## src/hdl/pca_pkg.sv

```systemverilog
package pca_pkg;

  // frame store geometry
  localparam int unsigned MAX_WIDTH   = 256;
  localparam int unsigned MAX_HEIGHT  = 256;
  localparam int unsigned MAX_CELL    = 128;
  localparam int unsigned STORE_DEPTH = MAX_WIDTH * MAX_HEIGHT;
  localparam int          ADDR_W      = $clog2(STORE_DEPTH);

  // coordinate, cell and accumulator widths
  localparam int XW     = $clog2(MAX_WIDTH + 1);
  localparam int YW     = $clog2(MAX_HEIGHT + 1);
  localparam int XN_W   = $clog2(MAX_WIDTH + MAX_CELL + 1);
  localparam int YN_W   = $clog2(MAX_HEIGHT + MAX_CELL + 1);
  localparam int CS_W   = $clog2(MAX_CELL + 1);
  localparam int CNT_W  = $clog2(MAX_CELL * MAX_CELL + 1);
  localparam int SUM_W  = $clog2(MAX_CELL * MAX_CELL * 255 + 1);

  // pixel layout
  localparam int CH_W     = 8;
  localparam int NUM_CH   = 4;
  localparam int CH_IDX_W = $clog2(NUM_CH);
  localparam int PIX_W    = CH_W * NUM_CH;
  localparam int WORD_W   = PIX_W + 1;

  // divider: quotient is below 2**CH_W, one bit per step
  localparam int STEP_W = $clog2(CH_W);
  localparam int DIV_W  = (SUM_W > CNT_W + CH_W - 1) ? SUM_W : CNT_W + CH_W - 1;

  // configuration registers
  localparam int CELL_SIZE_W = 8;
  localparam int DIM_W       = 9;
  localparam int CFG_DATA_W  = 9;
  localparam int CFG_IDX_W   = 2;

  localparam logic [CELL_SIZE_W-1:0] CELL_SIZE_RST    = CELL_SIZE_W'(4);
  localparam logic [DIM_W-1:0]       IMAGE_WIDTH_RST  = DIM_W'(256);
  localparam logic [DIM_W-1:0]       IMAGE_HEIGHT_RST = DIM_W'(256);

  typedef enum logic [CFG_IDX_W-1:0] {
    REG_CELL_SIZE    = 2'd0,
    REG_IMAGE_WIDTH  = 2'd1,
    REG_IMAGE_HEIGHT = 2'd2
  } reg_idx_e;

  typedef enum logic [1:0] {
    KIND_LOAD = 2'd0,
    KIND_RUN  = 2'd1,
    KIND_READ = 2'd2
  } kind_e;

  typedef struct packed {
    logic [1:0]       kind;
    logic [7:0]       pos_x;
    logic [7:0]       pos_y;
    logic [PIX_W-1:0] pixel_in;
    logic             selected;
  } req_t;

  typedef struct packed {
    logic [PIX_W-1:0] pixel_out;
    logic             run_done;
  } res_t;

  typedef struct packed {
    logic             start;
    logic [SUM_W-1:0] dividend;
    logic [CNT_W-1:0] divisor;
  } div_req_t;

  typedef struct packed {
    logic            done;
    logic [CH_W-1:0] quot;
  } div_rsp_t;

endpackage

```

## src/hdl/pca_div.sv

```systemverilog
module pca_div
  import pca_pkg::*;
(
  input  logic     clk_i,
  input  logic     rst_ni,
  input  div_req_t req_i,
  output div_rsp_t rsp_o
);

  logic              busy_q, busy_d;
  logic              done_q, done_d;
  logic [STEP_W-1:0] step_q, step_d;
  logic [DIV_W-1:0]  rem_q, rem_d;
  logic [DIV_W-1:0]  den_q, den_d;
  logic [CH_W-1:0]   quot_q, quot_d;
  logic              fits;

  assign fits = (rem_q >= den_q);

  // restoring division, msb of the quotient first
  always_comb begin
    busy_d = busy_q;
    done_d = 1'b0;
    step_d = step_q;
    rem_d  = rem_q;
    den_d  = den_q;
    quot_d = quot_q;
    if (req_i.start) begin
      rem_d  = DIV_W'(req_i.dividend);
      den_d  = DIV_W'(req_i.divisor) << (CH_W - 1);
      quot_d = '0;
      step_d = '0;
      busy_d = 1'b1;
    end else if (busy_q) begin
      if (fits) begin
        rem_d = rem_q - den_q;
      end
      quot_d = {quot_q[CH_W-2:0], fits};
      den_d  = den_q >> 1;
      step_d = step_q + 1'b1;
      if (step_q == STEP_W'(CH_W - 1)) begin
        busy_d = 1'b0;
        done_d = 1'b1;
      end
    end
  end

  always_ff @(posedge clk_i or negedge rst_ni) begin
    if (!rst_ni) begin
      busy_q <= 1'b0;
      done_q <= 1'b0;
      step_q <= '0;
    end else begin
      busy_q <= busy_d;
      done_q <= done_d;
      step_q <= step_d;
    end
  end

  always_ff @(posedge clk_i) begin
    rem_q  <= rem_d;
    den_q  <= den_d;
    quot_q <= quot_d;
  end

  assign rsp_o.done = done_q;
  assign rsp_o.quot = quot_q;

endmodule

```

## config.mk

```make
export PLATFORM = sky130hd
export DESIGN_NAME = pca_div
export DESIGN_NICKNAME = d
export VERILOG_FILES = /design/src/hdl/pca_pkg.sv /design/src/hdl/pca_div.sv
export SDC_FILE = /design/constraint.sdc
export NUM_CORES = 1
export LEC_CHECK = 0
export BUFFER_PORTS_ARGS = -buffer_cell sky130_fd_sc_hd__buf_2
export CORE_ASPECT_RATIO = 0.75
export CORE_UTILIZATION = 31
export DETAILED_ROUTE_END_ITERATION = 8
export GPL_ROUTABILITY_DRIVEN = 0
export GPL_TIMING_DRIVEN = 0
export PLACE_DENSITY = 0.53
export SLEW_MARGIN = 20
export SYNTH_ARGS = -nofsm -noshare
export SYNTH_HDL_FRONTEND = slang
export SYNTH_SLANG_ARGS = --single-unit
```

## constraint.sdc

```tcl
create_clock -name clk_i -period 3.4 [get_ports clk_i]
set_input_delay 0.34 -clock clk_i [delete_from_list [all_inputs] [get_ports clk_i]]
set_output_delay 0.34 -clock clk_i [all_outputs]
set_load 0.05 [all_outputs]
```

Yosys cells after proc, flatten, opt, wreduce, memory -nomap -nowiden
Index checks and enable logic that the tools add are counted.
- output and inout port bits: 9
- input port bits: 40
- register bits after elaboration: 57
- equality and inequality tests: 1
- reduce and logical (&&, ||, !) cells: 3
- mux-type cells: 13
- order comparisons: 1
- add/subtract/negate cells: 2
- operators by type and width (kind ; count):
    22-bit 2-to-1 mux ; 5
    22-bit greater-or-equal comparator ; 1
    22-bit subtractor ; 1
    1-bit 2-to-1 mux ; 6
    3-bit 2-to-1 mux ; 2
    2-bit nonzero test ; 2
    3-bit by 1-bit adder with 3-bit output (second input constant) ; 1
    3-bit equality test (second input constant) ; 1
    2-bit AND reduction ; 1

Logic depth before layout (Yosys ltp)
Gate-level depths: netlist (run 1).
- depth in word-level cells: 4
- depth in mapped cells: 10
- gate-level depth less buffers: 10

Least setup slack after synthesis (run 1)
OpenSTA, ideal clock, no wires.
- path type: register -> register
- start point: reg rem_q[0]
- end point: reg rem_q[0], enable pin
- setup slack: 0.590 ns
- arrival time: 2.431 ns
- path buffers: 0
- cell stages (with the launch flop): 11
- cells stage by stage: edfxtp_1 > inv_1 > ha_1 > fa_1 > nor2b_2 > o31a_4 > o21ai_4 > o311ai_4 > nand3_1 > a41o_1 > nand2_1
- longest elaborated chain between the ends: 3
- ends and longest elaborated chain (element ; line ; RTL):
    from (decl) ; pca_div.sv:13 ; logic [DIV_W-1:0] rem_q, rem_d;
    from (signal assigned) ; pca_div.sv:61 ; rem_q <= rem_d;
    22-bit greater-or-equal comparator ; pca_div.sv:18 ; assign fits = (rem_q >= den_q);
    2-bit nonzero test (no line) ; -- ;
    2-bit AND reduction (no line) ; -- ;
Every way passes these cells.
A chain may end at the register's enable or synchronous reset.

Final worst setup path (run 1)
- start point: reg rem_q[0]
- end point: reg rem_q[3], enable pin
The elaborated chain is that of the path after synthesis.

==> results.toml, run 1 <==
[route]
routed_wl_mm = 9.350
post-route-drc-count = 0
drtPass1Iterations = 4
drt_first_iter_violations = 231
drtAntennaViolNets = 0
vias_per_cell = 4.992
avgRoutedWirePerCell_um = 15.74
vias = 2965

[logic_synthesis]
synth_edf_count = 37
postSynth.asyncResetShare_pct = 8.772
yosys.cell_types.count = 51
syn-num-nets = 455
synth-seq-area-share_pct = 42.52
synth-seq-cells = 57
yosysWarnings = 0
synth_largest_area_cell = "edfxtp_1"
syn_area_sq_um = 3613
synth_common_cells = "nand2_1, edfxtp_1, nor2_1"
syn_inst = 390
synth_top_area_share_pct = 30.75
synth_area_leaders = "edfxtp_1, dfxtp_1, ha_1, nand2_1, mux2i_1"
ys.flop_type = "edfxtp_1"
yosysMostFrequentCell = "nand2_1"
avgSynthCellArea_sq_um = 9.265

[setup_path]
r2r_cells = 10
crit_chain = "inv_1 -> ha_1 -> fa_1 -> nor2b_2 -> o31a_4 -> o21ai_4 -> o311ai_4 -> nand3_1 -> a41o_1 -> nand2_2"
r2r_end = "rem_q[3]$_DFFE_PP_"
crit_type = "reg2reg"
timing.rr.start = "rem_q[0]$_DFFE_PP_"
end_kind = "register"
slowest_delay_ns = 0.45
rrSetupSlack_ns = 0.37
critPathCapture = "rem_q[3]$_DFFE_PP_"
cp-start-kind = "register"
required_ns = 3.36
crit_start = "rem_q[0]$_DFFE_PP_"
critPathMaxFanout = 22
worst_ep_arrival_time_ns = 2.99
cpMaxStageDelayCell = "nand2_2"

[global_routing]
grt_pass1_wl_mm = 14.92
antenna_found_initial = 0
grt_max_degree = 23
grt_overflow = 0
grt_pass1_vias = 2821
grt_use_total_pct = 16.75

[placed_design]
io_buffers = 47
place_ws_ns = 0.01459
hpwlAfterDp_mm = 7.028

[pwr]
p_sw_uw = 1503
p_sw_share_pct = 40.91
clkPwrFrac_pct = 22.6
p_leak_uw = 0.001985
pwr-share-comb_pct = 49.1
p_int_uw = 2171
power-per-cell-area_nw_per_um2 = 852.6
finalPower_uw = 3674
p_seq_share_pct = 28.3
vdd_drop_max_uv = 338.5

[run_status]
status = "finished, final reports clean"

[timing]
fin_crit_ns = 3.032
finalHoldWorstSlack_ns = 0.2889
setup_viol = 0
fmax_ghz = 0.3298
worstMarginPinSlew_ns = 0.6773
grt_setup_unrepaired = "no"
skew_ns = 0.003492
final-hold-violation-count = 0
setup_ws_ns = 0.3682
slew_violations = 0
period_share_pct = 89.17
finalSetupTns_ns = 0
slew-limit-headroom_pct = 54.84

[floorplanning]
rows = 33
core_area_sq_um = 11150
die-area_sq_um = 12100
die_w_um = 126.7
io_pins = 49
die-height_um = 95.50
start_util_pct = 32.41

[clocking]
root_buffer = "clkbuf_16"
insertion_delay_ns = 0.33
numClockSinks = 57
cts_made_buffers = 9
clock_path_buffers = 2
cts_tree = "done"
path_clk_slew_ns = 0.05
cts-htree-levels = 3

[finish]
fill_cells = 1165
diodes = 0
syn_to_final_growth_pct = 19.25
layout-drive-gt1-share_pct = 16.08
layout.nets = 514

[run]
cap_viol_max_count = 0

[min_path]
hold_class = "in2reg"
[critical path: cells and delay by family (launching register included)]
kind            cells  cell delay [ns]
flops               1             0.32
compound gates      4             0.90
simple gates        3             0.75
buf+inv             1             0.04
fa+ha+maj           2             0.63
[power groups by stage]
stage / clock (uW) / combinational [uW] / sequential [uW]
floorplan: 0 / 1360 / 1070
detailed placement: 0 / 1770 / 1060
CTS: 849 / 1790 / 1040
finish: 831 / 1800 / 1040
global route: 881 / 2030 / 1060
global placement: 0 / 1750 / 1050
[layout by cell type, fill, tap and decap left out, drive strengths merged, types with 3 or more instances in the layout]
master,count
nand3,10
clkinv,4
clkbuf,26
edfxtp,37
ha,24
nand2,50
a21o,6
xor2,8
nand4,4
a211oi,5
nor2,34
nor3,6
dfxtp,15
a22o,6
buf,53
a31oi,3
o31ai,15
o21a,3
nor3b,4
mux2i,17
dfrtp,5
xnor2,4
inv,34
nor4b,3
nand2b,4
a21oi,20
and3,5
o21ai,27
[cells by family after synthesis]
family / Yosys count / share of synthesized area [%]
AND/OR/NAND/NOR: 128 / 16.55
XOR/XNOR: 12 / 2.909
adder cells (fa/ha/maj): 25 / 8.864
multiplexers: 18 / 5.021
flip-flops: 57 / 42.52
AO/OA/AOI/OAI: 96 / 18.39
buffers and inverters: 54 / 5.748
[routing by layer]
metal / part of all wire [%] / GRT usage (%)
met5: 0 / 0
met3: 5.3 / 4.714
met2: 39 / 23.39
met1: 55 / 24.77
met4: 0.72 / 4.663
[per-stage QoR]
| step | cells | util (%) | area [sq um] |
|---|---|---|---|
| floorplan | 390 | - | 3613 |
| global placement | 577 | 36.09 | 4024 |
| detailed placement | 577 | 36.09 | 4024 |
| CTS | 594 | 38.65 | 4309 |
| global route | 594 | 38.65 | 4309 |
| finish | 594 | 38.65 | 4309 |
[worst min path at each step]
stage / start / end / slack [ns] / depth (start not counted)
2_1_floorplan: rst_ni / busy_q$_DFF_PN0_ / 0.04 / 0
3_3_place_gp: rst_ni / step_q[2]$_DFFE_PN0P_ / 0.16 / 1
3_5_place_dp: rst_ni / step_q[2]$_DFFE_PN0P_ / 0.17 / 1
4_1_cts: req_i[19] / rem_q[4]$_DFFE_PP_ / 0.28 / 2
5_1_grt: req_i[19] / rem_q[4]$_DFFE_PP_ / 0.29 / 2
6_report: req_i[16] / rem_q[1]$_DFFE_PP_ / 0.29 / 3
[cell type report]
type / count / area [sq um] / area share (%)
flip-flops and latches: 57 / 1536 / 35.66
clock buffers: 11 / 242.7 / 5.633
inverters: 33 / 123.9 / 2.875
multi-input cells: 279 / 1872 / 43.44
well taps: 140 / 175.2 / 4.065
clock inverters: 5 / 30.03 / 0.6969
repair buffers: 48 / 245.2 / 5.691
plain buffers: 21 / 83.83 / 1.945
[what timing repair did]
action,CTS,global route
endpoints found under the hold margin,5,0
gates resized for setup,1,0
endpoints found under the setup margin,22,0
hold buffers,1,0
buffers inserted,0,0
[sequential cells by signal, summed over array words and instances (netlist names)]
signal	flops
busy_q	1
quot_q	8
step_q	3
done_q	1
rem_q	22
den_q	22
No activity file was read; power rests on OpenSTA's default activity.
==> inputs of run 2 (changes only) <==
- CTS_BUF_LIST: default -> sky130_fd_sc_hd__clkbuf_16
==> run 2 against run 1 <==
  * Combinational power is essentially flat
  * Cell count stayed put
  * Clock-buffer cell count is 2 lower
  * Core utilization shrank 0.090 points
  * First-iteration DRC count decreased by 3.5%
  * Critical path type unchanged
  * Largest cell class unchanged
  * Largest power group unchanged
==> results.toml, run 2 (synthesized netlist as in run 1, its figures left out) <==
[finish]
layout-drive-gt1-share_pct = 16.08
layout_common_cells = "buf_2, nand2_1, edfxtp_1, inv_1, nor2_1"
utilization_pct = 38.56
diodes = 0
layoutNonFillerInstCount = 594
layout.nets = 514
fill_cells = 1166
reg_top3 = "den_q (22), rem_q (22), quot_q (8)"
syn_to_final_growth_pct = 18.97

[pwr]
p_leak_uw = 0.001986
pwr-share-comb_pct = 49.4
clkPwrFrac_pct = 22.1
p_int_uw = 2146
p_sw_share_pct = 41.18
vdd_drop_max_uv = 337.6
finalPower_uw = 3648
power-per-cell-area_nw_per_um2 = 848.5
p_sw_uw = 1502
p_seq_share_pct = 28.5

[timing]
setup_viol = 0
period_share_pct = 89.48
worstMarginPinSlew_ns = 0.6774
slew_violations = 0
fin_crit_ns = 3.042
finalSetupTns_ns = 0
grt_setup_unrepaired = "no"
final-hold-violation-count = 0
skew_ns = 0.003656
slew-limit-headroom_pct = 54.84
fmax_ghz = 0.3287

[route]
drtPass1Iterations = 4
routed_wl_mm = 9.370
avgRoutedWirePerCell_um = 15.77
vias = 2962
post-route-drc-count = 0
vias_per_cell = 4.987
drt_first_iter_violations = 223
drtAntennaViolNets = 0

[min_path]
hold_class = "in2reg"

[run_status]
status = "finished, final reports clean"

[floorplanning]
rows = 33
die_w_um = 126.7
io_pins = 49
die-area_sq_um = 12100
die-height_um = 95.50
start_util_pct = 32.41
core_area_sq_um = 11150

[placed_design]
dp_cells = 577
io_buffers = 47
hpwlAfterDp_mm = 7.028

[global_routing]
grt_pass1_vias = 2821
grt_pass1_wl_mm = 14.94
grt_use_total_pct = 16.76
grt_max_degree = 23
grt_overflow = 0
antenna_found_initial = 0

[setup_path]
required_ns = 3.36
worst_ep_arrival_time_ns = 3.00
cpMaxStageDelayCell = "nand2_2"
critPathMaxFanout = 22
end_kind = "register"
rrSetupSlack_ns = 0.36
slowest_delay_ns = 0.45
crit_type = "reg2reg"
crit_chain = "inv_1 -> ha_1 -> fa_1 -> nor2b_2 -> o31a_4 -> o21ai_4 -> o311ai_4 -> nand3_1 -> a41o_1 -> nand2_2"
cp-start-kind = "register"

[clocking]
cts_tree = "done"
path_clk_slew_ns = 0.05
numClockSinks = 57
root_buffer = "clkbuf_16"
insertion_delay_ns = 0.33
clock_path_buffers = 2
cts-htree-levels = 3
cts_made_buffers = 9

[run]
cap_viol_max_count = 0
==> run 2: changes by cell type in the layout (fill, tap and decap cells not counted), sizes merged <==
cell / change
inv: +2
clkbuf: -2
==> run 2: power groups by stage <==
| stage | clock (uW) | combinational, uW | sequential, uW |
|---|---|---|---|
| final | 805 | 1800 | 1040 |
| after global routing | 858 | 2030 | 1060 |
| after CTS | 824 | 1790 | 1040 |
| after detailed placement | 0 | 1770 | 1060 |
| after global placement | 0 | 1750 | 1050 |
| after floorplan | 0 | 1360 | 1070 |
==> run 2: cell type report <==
class	count	area (sq um)	share of cell area [%]
sequential	57	1536	35.74
clock buffer	9	225.2	5.239
buffer	21	83.83	1.950
tap	140	175.2	4.075
clock inverter	7	37.54	0.8731
timing repair buffer	48	245.2	5.704
inverter	33	123.9	2.881
multi-input combinational	279	1872	43.54
==> run 2: routing by layer <==
metal	track usage, %	vias up	part of all wire (%)
met2	23.34	76	39
met3	4.714	6	6.5
li1	-	1515	-
met1	24.84	1365	54
met5	0	-	0
met4	4.663	0	0.72
==> run 2: stage by stage <==
step	instance area [sq um]	setup WS (ns)	hold slack, ns
2_1_floorplan	3613	0.5901	0.04441
5_1_grt	4299	0.1821	0.2852
3_3_place_gp	4024	0.03819	0.1629
3_5_place_dp	4024	0.01459	0.1668
6_report	4299	0.3576	0.2892
4_1_cts	4299	0.3361	0.2830
==> run 2: worst max-delay path: cells and delay by family, from the launching register on <==
kind | cells | cell delay [ns]
AO/OA/AOI/OAI | 4 | 0.90
AND/OR/NAND/NOR | 3 | 0.76
adder cells (fa/ha/maj) | 2 | 0.63
flip-flops | 1 | 0.32
buffers and inverters | 1 | 0.04
==> run 2: final timing paths <==
kind / startpoint / end / depth (start not counted)
worst min register to register: quot_q[0]$_SDFFE_PP0P_ / quot_q[0]$_SDFFE_PP0P_ / 2
max in group asynchronous: rst_ni / done_q$_DFF_PN0_ / 2
worst max-delay path: rem_q[0]$_DFFE_PP_ / rem_q[3]$_DFFE_PP_ / 10
worst min-delay path: req_i[16] / rem_q[1]$_DFFE_PP_ / 3
min in group asynchronous: rst_ni / busy_q$_DFF_PN0_ / 2
worst max register to register: rem_q[0]$_DFFE_PP_ / rem_q[3]$_DFFE_PP_ / 10
==> run 2: repair_timing <==
item / 4_1_cts / 5_1_grt
setup buffers: 0 / 0
hold buffers: 1 / 0
setup endpoints to repair: 22 / 0
hold endpoints to repair: 5 / 0
resized for setup: 1 / 0
